File: src/hw/rtl/dsm2_serial_pulse_run_encoder_unit_assert.svh
// ---------------------------------------------------------------------------
// DSM2 run encoder assertion macros
// Concurrent check helpers; expand to nothing when SYNTHESIS is defined.
// ---------------------------------------------------------------------------
`ifndef DSM2_SERIAL_PULSE_RUN_ENCODER_UNIT_ASSERT_SVH
`define DSM2_SERIAL_PULSE_RUN_ENCODER_UNIT_ASSERT_SVH

`ifndef SYNTHESIS
`define DSM2SPRE_ASSERT_IMP(lbl, pre, post) \
	lbl: assert property (@(posedge clk) disable iff (!arst_n) (pre) |-> (post)) \
		else $error("dsm2spre check failed");
`define DSM2SPRE_ASSERT_NEXT(lbl, pre, post) \
	lbl: assert property (@(posedge clk) disable iff (!arst_n) (pre) |=> (post)) \
		else $error("dsm2spre check failed");
`else
`define DSM2SPRE_ASSERT_IMP(lbl, pre, post)
`define DSM2SPRE_ASSERT_NEXT(lbl, pre, post)
`endif

`endif

File: src/hw/rtl/dsm2spre_pkg.sv
`timescale 1ns / 1ps
// ---------------------------------------------------------------------------
// dsm2spre_pkg
// Shared types and constants of the DSM2 serial run encoder.
// ---------------------------------------------------------------------------
package dsm2spre_pkg;

	localparam int BIT_TICKS = 16;
	localparam int BYTE_BITS = 10;
	localparam int STOP_EXT  = 10;
	localparam int CHAN_W    = 11;
	localparam int MAX_PAIRS = 7;

	typedef logic [15:0] pair_word_t;

	// bind pattern, first byte of each pair in the low half
	localparam pair_word_t BIND_TABLE [MAX_PAIRS] = '{
		16'h0080, 16'hAA00, 16'hFF05, 16'hFF09, 16'hFF0D, 16'h5413, 16'hAA14
	};

	typedef struct packed {
		pair_word_t bytes;
		logic       final_pair;
	} pair_load_t;

endpackage

File: src/hw/rtl/dsm2spre_run_gen.sv
`timescale 1ns / 1ps
// ---------------------------------------------------------------------------
// dsm2spre_run_gen
// Serializes a byte pair as 8N1 and emits one line-level run per cycle while the output is not stalled.
// ---------------------------------------------------------------------------
module dsm2spre_run_gen (
	input  logic                     clk,
	input  logic                     arst_n,
	input  logic                     load_valid,
	output logic                     load_ready,
	input  dsm2spre_pkg::pair_load_t load,
	input  logic [15:0]              gap,
	output logic                     out_valid,
	input  logic                     out_ready,
	output logic [15:0]              pulse_width,
	output logic                     line_level,
	output logic                     frame_done,
	output logic                     last
);

	logic                                busy_q;
	logic [dsm2spre_pkg::BYTE_BITS-1:0] seq_q;
	logic [7:0]                          nxt_q;
	logic                                second_q;
	logic [3:0]                          rem_q;
	logic                                final_q;

	logic        ovalid_q;
	logic [15:0] pulse_q;
	logic        level_q;
	logic        done_q;
	logic        olast_q;

	logic        ofree;
	logic        advance;
	logic        level;
	logic [3:0]  k;
	logic        byte_end;
	logic        tick_end;
	logic [4:0]  units;
	logic [15:0] width;
	logic        load_fire;

	assign ofree     = !ovalid_q || out_ready;
	assign advance   = busy_q && ofree;
	assign level     = seq_q[0];
	assign byte_end  = (k == rem_q);
	assign tick_end  = byte_end && second_q;
	assign load_ready = !busy_q || (advance && tick_end);
	assign load_fire = load_valid && load_ready;

	// run length: first level change inside the byte, else the rest of it
	always_comb begin
		k = rem_q;
		for (int j = dsm2spre_pkg::BYTE_BITS - 1; j >= 1; j--) begin
			if ((4'(j) < rem_q) && (seq_q[j] != level)) begin
				k = 4'(j);
			end
		end
	end

	always_comb begin
		units = {1'b0, k} + (byte_end ? 5'(dsm2spre_pkg::STOP_EXT) : 5'd0);
		width = 16'(units * dsm2spre_pkg::BIT_TICKS) - 16'd1;
	end

	always_ff @(posedge clk or negedge arst_n) begin
		if (!arst_n) begin
			busy_q <= 1'b0;
		end else if (load_fire) begin
			busy_q <= 1'b1;
		end else if (advance && tick_end) begin
			busy_q <= 1'b0;
		end
	end

	always_ff @(posedge clk) begin
		if (load_fire) begin
			seq_q    <= {1'b1, load.bytes[7:0], 1'b0};
			nxt_q    <= load.bytes[15:8];
			second_q <= 1'b0;
			rem_q    <= 4'(dsm2spre_pkg::BYTE_BITS);
			final_q  <= load.final_pair;
		end else if (advance) begin
			if (byte_end) begin
				seq_q    <= {1'b1, nxt_q, 1'b0};
				second_q <= 1'b1;
				rem_q    <= 4'(dsm2spre_pkg::BYTE_BITS);
			end else begin
				seq_q <= seq_q >> k;
				rem_q <= rem_q - k;
			end
		end
	end

	always_ff @(posedge clk or negedge arst_n) begin
		if (!arst_n) begin
			ovalid_q <= 1'b0;
		end else if (advance) begin
			ovalid_q <= 1'b1;
		end else if (out_ready) begin
			ovalid_q <= 1'b0;
		end
	end

	always_ff @(posedge clk) begin
		if (advance) begin
			pulse_q <= (tick_end && final_q) ? gap : width;
			level_q <= level;
			done_q  <= tick_end && final_q;
			olast_q <= tick_end;
		end
	end

	assign out_valid   = ovalid_q;
	assign pulse_width = pulse_q;
	assign line_level  = level_q;
	assign frame_done  = done_q;
	assign last        = olast_q;

endmodule

File: src/hw/rtl/dsm2_serial_pulse_run_encoder_unit.sv
`timescale 1ns / 1ps
// The first run of a tick passes the input register, the serializer and the output register.
// Throughput: one run per cycle when the output is not stalled; a tick takes 4 to 20 runs
// in the serializer, and the next tick waits in the input register meanwhile.
// Reset: bind pattern loaded, bind latch set, pair slot 0, frame gap 39999.
// ---------------------------------------------------------------------------
// dsm2_serial_pulse_run_encoder_unit
// DSM2 frame builder and 8N1 run-width encoder, two bytes per slot tick.
// ---------------------------------------------------------------------------
`include "dsm2_serial_pulse_run_encoder_unit_assert.svh"

module dsm2_serial_pulse_run_encoder_unit #(
	parameter int CHANNELS = 6
) (
	input  logic        clk,
	input  logic        arst_n,
	input  logic        s_axis_tvalid,
	output logic        s_axis_tready,
	input  logic [71:0] s_axis_tdata,  // chan_0 .. chan_5, 11 bits each, zero pad
	input  logic        s_axis_tuser,  // bind_switch
	output logic        m_axis_tvalid,
	input  logic        m_axis_tready,
	output logic [23:0] m_axis_tdata,  // pulse_width[15:0], line_level, zero pad
	output logic        m_axis_tuser,  // frame_done
	output logic        m_axis_tlast,  // last
	input  logic        cfg_valid,
	output logic        cfg_ready,
	input  logic [15:0] cfg_data       // frame_gap_ticks
);

	localparam int PAIRS  = CHANNELS + 1;
	localparam int SLOT_W = $clog2(PAIRS);

	logic                valid_s1;
	logic [71:0]         data_s1;
	logic                sw_s1;

	logic                bind_active_q;
	logic [SLOT_W-1:0]   slot_q;
	logic [15:0]         gap_q;
	dsm2spre_pkg::pair_word_t frame_q [PAIRS];
	dsm2spre_pkg::pair_word_t build [PAIRS];

	logic                     rebuild;
	logic                     is_final;
	logic                     load_ready;
	logic                     load_fire;
	dsm2spre_pkg::pair_load_t load;

	logic [15:0] pulse_width;
	logic        line_level;

	assign s_axis_tready = !valid_s1 || load_ready;
	assign load_fire     = valid_s1 && load_ready;
	assign cfg_ready     = 1'b1;

	always_ff @(posedge clk or negedge arst_n) begin
		if (!arst_n) begin
			valid_s1 <= 1'b0;
		end else if (s_axis_tready) begin
			valid_s1 <= s_axis_tvalid;
		end
	end

	always_ff @(posedge clk) begin
		if (s_axis_tvalid && s_axis_tready) begin
			data_s1 <= s_axis_tdata;
			sw_s1   <= s_axis_tuser;
		end
	end

	always_ff @(posedge clk or negedge arst_n) begin
		if (!arst_n) begin
			gap_q <= 16'd39999;
		end else if (cfg_valid && cfg_ready) begin
			gap_q <= cfg_data;
		end
	end

	assign rebuild  = (slot_q == '0) && !(bind_active_q && sw_s1);
	assign is_final = (slot_q == SLOT_W'(CHANNELS));

	// new frame from the channels: header 00 00, then index/high bits and low byte
	always_comb begin
		logic signed [11:0] p;
		logic [9:0]         pc;
		build[0] = '0;
		for (int i = 0; i < CHANNELS; i++) begin
			p = $signed({data_s1[i*dsm2spre_pkg::CHAN_W + dsm2spre_pkg::CHAN_W - 1],
				data_s1[i*dsm2spre_pkg::CHAN_W +: dsm2spre_pkg::CHAN_W]}) + 12'sd512;
			if (p[11]) begin
				pc = 10'd0;
			end else if (p[10]) begin
				pc = 10'd1023;
			end else begin
				pc = p[9:0];
			end
			build[i+1] = {pc[7:0], 3'b000, 3'(i), pc[9:8]};
		end
	end

	always_comb begin
		load.bytes      = rebuild ? build[0] : frame_q[slot_q];
		load.final_pair = is_final;
	end

	always_ff @(posedge clk or negedge arst_n) begin
		if (!arst_n) begin
			bind_active_q <= 1'b1;
			slot_q        <= '0;
			for (int i = 0; i < PAIRS; i++) begin
				frame_q[i] <= dsm2spre_pkg::BIND_TABLE[i];
			end
		end else if (load_fire) begin
			slot_q <= is_final ? '0 : slot_q + 1'b1;
			if (rebuild) begin
				bind_active_q <= 1'b0;
				for (int i = 0; i < PAIRS; i++) begin
					frame_q[i] <= build[i];
				end
			end
		end
	end

	dsm2spre_run_gen u_run_gen (
		.clk         (clk),
		.arst_n      (arst_n),
		.load_valid  (valid_s1),
		.load_ready  (load_ready),
		.load        (load),
		.gap         (gap_q),
		.out_valid   (m_axis_tvalid),
		.out_ready   (m_axis_tready),
		.pulse_width (pulse_width),
		.line_level  (line_level),
		.frame_done  (m_axis_tuser),
		.last        (m_axis_tlast)
	);

	assign m_axis_tdata = {7'd0, line_level, pulse_width};

	`DSM2SPRE_ASSERT_IMP(a_done_is_last, m_axis_tvalid && m_axis_tuser, m_axis_tlast)
	`DSM2SPRE_ASSERT_IMP(a_slot_range, 1'b1, slot_q <= SLOT_W'(CHANNELS))
	`DSM2SPRE_ASSERT_NEXT(a_bind_sticky, !bind_active_q, !bind_active_q)
	`DSM2SPRE_ASSERT_NEXT(a_final_wraps, load_fire && is_final, slot_q == '0)

endmodule
File: config.mk
export PLATFORM = sky130hd
export DESIGN_NAME = dsm2_serial_pulse_run_encoder_unit
export DESIGN_NICKNAME = d
export VERILOG_FILES = /design/src/hw/rtl/dsm2spre_pkg.sv /design/src/hw/rtl/dsm2spre_run_gen.sv /design/src/hw/rtl/dsm2_serial_pulse_run_encoder_unit.sv
export VERILOG_INCLUDE_DIRS = /design/src /design/src/hw/rtl
export SDC_FILE = /design/constraint.sdc
export NUM_CORES = 1
export LEC_CHECK = 0
export ABC_AREA = 1
export ABC_CLOCK_PERIOD_IN_PS = 12800
export BUFFER_PORTS_ARGS = -buffer_cell sky130_fd_sc_hd__buf_2
export CORE_UTILIZATION = 43
export CTS_BUF_LIST = sky130_fd_sc_hd__clkbuf_4
export CTS_CLUSTER_SIZE = 16
export DETAILED_ROUTE_END_ITERATION = 6
export PLACE_DENSITY_LB_ADDON = 0.08
export SYNTH_ARGS = -nofsm -noshare
export SYNTH_HDL_FRONTEND = slang
export SYNTH_SLANG_ARGS = --single-unit
File: constraint.sdc
create_clock -name clk -period 12.8 [get_ports clk]
set_input_delay 0.64 -clock clk [delete_from_list [all_inputs] [get_ports clk]]
set_output_delay 0.64 -clock clk [all_outputs]
set_load 0.01 [all_outputs]
# After elaboration in Yosys (flattened, before gate mapping)
# Index checks and enable logic that the tools add are counted.
# word_totals
ff_bits	193
latchBits	0
mem_bits_rw	0
mem_bits_ro	0
inputBits	94
output_inout_bits	29
elab_cells	123
mem_count	0
# classes
addsub	10
multipliers	0
div_mod_pow	0
n_lt_le_gt_ge	10
eq_ne	11
n_shift	1
n_mux	36
n_bitwise	1
n_reduce_logical	30
# ops
operator	count
$mux W10	13
$add A11 B11 Y12 const B	6
$bmux W16 S3	1
$mux W16	3
$mux W4	11
$mux W9	2
$logic_and A1 B1 Y1	17
$lt A3 B4 Y1 const A	4
$shr A10 B4 Y10	1
$sub A9 B1 Y10 const B	1
$ne A1 B1 Y1	9
$lt A2 B4 Y1 const A	2
$lt A4 B4 Y1 const A	2
$mux W8	1
$reduce_bool A2 Y1	3
$add A4 B5 Y5	1
$eq A4 B4 Y1	1
$ge A4 B4 Y1 const B	1
$logic_not A1 Y1	4
$lt A1 B4 Y1 const A	1
$mux W1	4
$not A3 Y4	1
$reduce_and A2 Y1	2
$sub A4 B4 Y4	1
5 further kinds	7

# Depth between registers and ports, before layout
# logic_depth
ltp_word	17
mapped_depth	28
ltp_nobuf	26

# Modules after synthesis
# A second synthesis with hierarchy kept.
# unflattened
hier_cells	928
hier_area_um2	9369.0
# by_module_without_submodules
mod	instances	cells_each	area_each_um2	seq_area_each_um2
dsm2_serial_pulse_run_encoder_unit	1	595	6551.3	4102.7
dsm2spre_run_gen	1	333	2817.7	1271.2

# Least setup slack after synthesis
# No wires, ideal clock.
# synth_path
path_type	register to register
start	register u_run_gen.seq_q[0] (netlist bit)
end	register data_s1[0] (enable)
setup_time_ps	421
t_arrival_ps	3728
required_ps	12379
setup_slack_ps	8651
stages_incl_launch_ff	23
path_buffers	2
period_less_slack_ps	4149
cell_sequence	dfxtp_1 buf_6 nor2_1 nor2_1 nand2_1 nand2_1 nand2_1 nand2_1 nand2_1 nand2_1 nand2_1 nand2_1 nand2_2 buf_6 ha_1 nand3_1 inv_1 nand2_4 nor2_4 nand2_2 nand3_1 nand2_1 inv_1
# synth_via
elab_chain_len	17
elab_cells_between_ends	33
classes_between	10 x eq/ne; 9 x mux; 14 x reduce/logical
# synth_rtl
item	line_no	text
start, declared	dsm2spre_run_gen.sv:22	logic [dsm2spre_pkg::BYTE_BITS-1:0] seq_q;
start signal, assigned	dsm2spre_run_gen.sv:79	seq_q <= {1'b1, load.bytes[7:0], 1'b0};
start signal, assigned	dsm2spre_run_gen.sv:86	seq_q <= {1'b1, nxt_q, 1'b0};
start signal, assigned	dsm2spre_run_gen.sv:90	seq_q <= seq_q >> k;
$ne A1 B1 Y1	dsm2spre_run_gen.sv:56	if ((4'(j) < rem_q) && (seq_q[j] != level)) begin
$logic_and A1 B1 Y1	dsm2spre_run_gen.sv:56	
$mux W4 (8 in series)	dsm2spre_run_gen.sv:56	
$mux W4 *	dsm2spre_run_gen.sv:56	
$eq A4 B4 Y1 *	dsm2spre_run_gen.sv:47	assign byte_end = (k == rem_q);
$logic_and A1 B1 Y1 *	dsm2spre_run_gen.sv:48	assign tick_end = byte_end && second_q;
net u_run_gen.tick_end	dsm2spre_run_gen.sv:39	logic tick_end;
$logic_and A1 B1 Y1 *	dsm2spre_run_gen.sv:49	assign load_ready = !busy_q || (advance && tick_end);
$logic_or A1 B1 Y1 *	dsm2spre_run_gen.sv:49	
$logic_or A1 B1 Y1 *	dsm2_serial_pulse_run_encoder_unit.sv:53	assign s_axis_tready = !valid_s1 || load_ready;
net s_axis_tready	dsm2_serial_pulse_run_encoder_unit.sv:18	output logic s_axis_tready,
$logic_and A1 B1 Y1 *	dsm2_serial_pulse_run_encoder_unit.sv:66	if (s_axis_tvalid && s_axis_tready) begin
end signal, assigned	dsm2_serial_pulse_run_encoder_unit.sv:67	data_s1 <= s_axis_tdata;
end, declared	dsm2_serial_pulse_run_encoder_unit.sv:35	logic [71:0] data_s1;
# Mark *: on every way through the listed nets, which the timed path passes. The rest lies on a longest branch.
# A chain may end at the register's enable or synchronous reset.

# Worst setup path after layout
# layout_path
start	register u_run_gen.seq_q[0] (netlist bit)
end	register frame_q[64] (netlist bit)
# layout_via
elab_chain_len	17
elab_cells_between_ends	33
classes_between	10 x eq/ne; 9 x mux; 14 x reduce/logical
# layout_rtl
item	line_no	text
$ne A1 B1 Y1	dsm2spre_run_gen.sv:56	
$logic_and A1 B1 Y1	dsm2spre_run_gen.sv:56	
$mux W4 (8 in series)	dsm2spre_run_gen.sv:56	
$mux W4 *	dsm2spre_run_gen.sv:56	
$eq A4 B4 Y1 *	dsm2spre_run_gen.sv:47	
$logic_and A1 B1 Y1 *	dsm2spre_run_gen.sv:48	
net u_run_gen.tick_end	dsm2spre_run_gen.sv:39	
$logic_and A1 B1 Y1 *	dsm2spre_run_gen.sv:49	
$logic_or A1 B1 Y1 *	dsm2spre_run_gen.sv:49	
$logic_and A1 B1 Y1 *	dsm2_serial_pulse_run_encoder_unit.sv:54	assign load_fire = valid_s1 && load_ready;
$reduce_and A2 Y1 (no source line) *	--	
end signal, assigned by index	dsm2_serial_pulse_run_encoder_unit.sv:112	frame_q[i] <= dsm2spre_pkg::BIND_TABLE[i];
end signal, assigned by index	dsm2_serial_pulse_run_encoder_unit.sv:119	frame_q[i] <= build[i];
end, declared	dsm2_serial_pulse_run_encoder_unit.sv:41	dsm2spre_pkg::pair_word_t frame_q [PAIRS];
# Marked as above.

==> metrics.md <==
| Metric | Value |
|---|---|
| Status | finished clean |
| Achievable Freq | 200 MHz |
| Pin count of the biggest net entering global routing | 75 |
| Count of max-cap constraint violations | 0 |
| Starting density of the core | 43.7% |
| Summed area of non-filler cells in the final layout | 9810 um2 |
| Comb pwr share | 43.3% |
| Initial antenna violation count | 1 |
| Clock slew at reported path FFs | 170 ps |
| Io pins | 123 |
| Synth Cell Area | 8850 um2 |
| Largest voltage drop on the vdd net | 0.0832 mV |
| Via count | 5,952 |
| Count of port buffers added during placement | 108 |
| Type of element capturing the critical path | register |
| Min-Delay Startpoint | s_axis_tdata[5] |
| Leak pwr | 4.28 nW |
| Final cell utilization of the core | 48.5% |
| Crit path required time | 13,270 ps |
| Internal power consumption | 1.44 mW |
| CTS tree | built |
| Worst-path maximum fanout | 74 |
| Fraction of the cycle the final worst path needs | 39.0% |
| Main area contributors after synthesis | edfxtp_1 (35%), dfstp_2 (15%), dfrtp_1 (9.0%) |
| Post-Synthesis Mean Instance Area | 10.3 um2 |
| Post-detailed-placement half-perimeter wirelength | 12,400 um |
| Via count of the first global-routing pass | 5,485 |
| Hold Crit Endpoint | data_s1[5] |
| Post-DR vias/cell | 4.80 |
| Sequential share of the synthesized area | 60.7% |
| Fin. max-slew vios | 0 |
| Critical Path Start Type | register |
| Worst slew pin tran | 919 ps |
| Async SR Flop Fraction | 43.0% |
| Sequential fraction of design power | 43.3% |
| Number of setup violations in the final report | 0 |
| Clock Path Buffers | 2 |
| Worst reg2reg path endpoint | frame_q[64] |
| R2r startpoint | u_run_gen.seq_q[0] |
| Worst setup slack for register-to-register paths | 7810 ps |
| Number of CTS-inserted buffers | 17 |
| Die width | 145 um |
| Switching share of power | 41.9% |
| Clock latency of the later-clocked register in the worst-skew pair | 570 ps |
| Area share of the largest cell type after synthesis | 34.9% |
| Number of cells traversed by the worst hold path | 1 |
| DIE AREA | 21,200 um2 |
| DRC violation total after the first TritonRoute iteration | 348 |
| DR WL/cell | 14.1 um |
| Nets | 1,074 |
| Total negative slack | 0 ps |
| EDFF count, synth | 103 |
| Min-delay worst type | in -> reg |
| Post-DRT Antenna Nets | 0 |
| Row cnt | 52 |
| Largest area contributor in the netlist | edfxtp_1 |
| Post-layout total power | 2.47 mW |
| DRC viols | 0 |
| Unrepaired setup endpoints after global routing | no |
| Share of final-layout standard cells stronger than drive strength 1 | 23.3% |
| Wire length of the first global-routing pass | 28,000 um |
| Area Growth Syn to Fin | 10.9% |
| Number of warnings issued by yosys | 0 |
| First-pass DRT Iterations | 4 |
| Depth of the worst register-to-register path | 19 |
| Power share of the clock group | 13.4% |
| Prevailing post-synth register cell | edfxtp_1 |
| Area of the core | 20,200 um2 |
| Library cell used as clock root buffer | clkbuf_4 |
| Kind of critical path | reg -> reg |
| Pwr per Cell Area | 252 nW/um2 |
| CTS HTree Levels | 4 |
| Aggregate global routing overflow | 0 |
| Final critical-path required period | 4990 ps |
| Overall global routing resource usage | 17.0% |
| GPL Wtd Cong | 0.873 |
| Number of cells produced by synthesis | 856 |
| Distinct cell type count of the synthesized netlist | 44 |
| Worst endpoint data arrival time | 5460 ps |
| DRT Wirelength | 17,400 um |
| Final hold violations | 0 |
| Synth Register Bits | 193 |
| Rel. slew slack | 38.7% |
| Placed inst area | 9520 um2 |
| Worst Skew | 30.9 ps |
| Height of the chip | 145 um |
| Number of gates resized after cts | 0 |
| Net switching component of the power | 1.03 mW |
| TritonCTS sink count | 193 |
==> cell usage in the layout (no fill, tap or decap), drive strengths merged, types with 2 or more instances in the layout <==
| cell type | netlist | layout |
|---|---|---|
| nand4 | 2 | 2 |
| o21ai | 151 | 151 |
| dfstp | 51 | 51 |
| dfxtp | 7 | 7 |
| a22oi | 18 | 18 |
| inv | 96 | 103 |
| nand3 | 44 | 44 |
| dfrtp | 32 | 32 |
| edfxtp | 103 | 103 |
| conb | 2 | 8 |
| clkbuf | 11 | 18 |
| nand2 | 178 | 178 |
| o22ai | 4 | 4 |
| nor2 | 33 | 33 |
| xor2 | 4 | 4 |
| bufinv | 0 | 2 |
| clkinv | 5 | 10 |
| a21oi | 19 | 19 |
| ha | 23 | 23 |
| o211ai | 28 | 28 |
| buf | 27 | 112 |
| a31oi | 2 | 2 |
| o31ai | 6 | 6 |
| nor3 | 3 | 3 |
==> cell families after synthesis <==
| logic type | count (synthesis) | synth area share, % |
|---|---|---|
| AO/OA/AOI/OAI | 231 | 14.9 |
| adder cells (fa/ha/maj) | 24 | 3.48 |
| other | 2 | 0.0849 |
| AND/OR/NAND/NOR | 262 | 13.0 |
| flip-flops | 193 | 60.7 |
| multiplexers | 1 | 0.127 |
| buffers and inverters | 139 | 7.31 |
| XOR/XNOR | 4 | 0.396 |
==> cells in the mapped netlist (all sizes together), types with 5 or more instances <==
master    n
dfstp    51
clkbuf   11
buf      27
nor2     33
nand3    44
dfxtp     7
dfrtp    32
o21ai   151
inv      96
a21oi    19
edfxtp  103
ha       23
o211ai   28
o31ai     6
a22oi    18
clkinv    5
nand2   178
==> routing by layer <==
metal	share of wire, %	track usage [%]	vias up
li1	-	-	3113
met1	48	23.4	2697
met2	47	26.8	123
met3	3.4	3.13	19
met4	1.5	6.16	0
met5	0	0	-
==> per-stage QoR <==
| stage | setup slack (ps) | hold WS, ps | std cells |
|---|---|---|---|
| floorplan | 8650 | 344 | 862 |
| global placement | 7840 | 448 | 1206 |
| detailed placement | 7870 | 451 | 1206 |
| CTS | 7800 | 172 | 1239 |
| global route | 7270 | 150 | 1240 |
| finish | 7810 | 223 | 1240 |
==> power groups by stage <==
stage | Combinational, mW | Clock (mW) | Sequential, mW
floorplan | 0.838 | 0 | 1.05
global placement | 1.06 | 0 | 1.08
detailed placement | 1.07 | 0 | 1.09
CTS | 1.08 | 0.347 | 1.07
global route | 1.23 | 0.371 | 1.09
finish | 1.07 | 0.332 | 1.07
==> worst max-delay path by stage <==
stage | from | end | slack [ps] | cells past startpoint
6_report | u_run_gen.seq_q[0] | frame_q[64] | 7810 | 19
5_1_grt | u_run_gen.seq_q[0] | frame_q[64] | 7270 | 19
4_1_cts | u_run_gen.seq_q[0] | frame_q[64] | 7800 | 19
3_5_place_dp | u_run_gen.seq_q[0] | frame_q[64] | 7870 | 19
3_3_place_gp | u_run_gen.seq_q[0] | frame_q[72] | 7840 | 19
2_1_floorplan | u_run_gen.seq_q[0] | data_s1[0] | 8650 | 22
==> registers in the layout (all words and copies together), names as in the netlist, 3 cells and up <==
| register | cells |
|---|---|
| u_run_gen.nxt_q | 8 |
| slot_q | 3 |
| frame_q | 60 |
| gap_q | 16 |
| u_run_gen.pulse_width | 16 |
| u_run_gen.seq_q | 10 |
| u_run_gen.rem_q | 4 |
| data_s1 | 66 |
==> critical path: stages, from the launching register on <==
cell and delay [ps]:
dfxtp_1 690, inv_1 180, nand2_1 100, nand3_1 110, nand2_2 110, o21bai_1 80
a21oi_1 710, inv_1 450, ha_1 430, nand3_1 70, inv_1 100, nand2_4 80
nor2_4 120, nand2_2 90, nand2_4 120, nand4_4 60, buf_4 340, inv_2 650
o211ai_1 210, o21ai_0 130
==> final cells by class <==
class	count	area [um2]
Antenna cell	1	2.50
Clock buffer	18	135
Clock inverter	14	151
Fill cell	1952	10400
Inverter	101	379
Multi-Input combinational cell	530	2850
Sequential cell	193	5370
Tap cell	270	338
Timing Repair Buffer	113	583
==> what timing repair did <==
item,CTS,global route
hold buffers,1,0
setup buffers,0,0
endpoints found under the setup margin,0,0
hold endpoints to repair,9,0
Note: power is estimated with default switching activity, not from simulation.
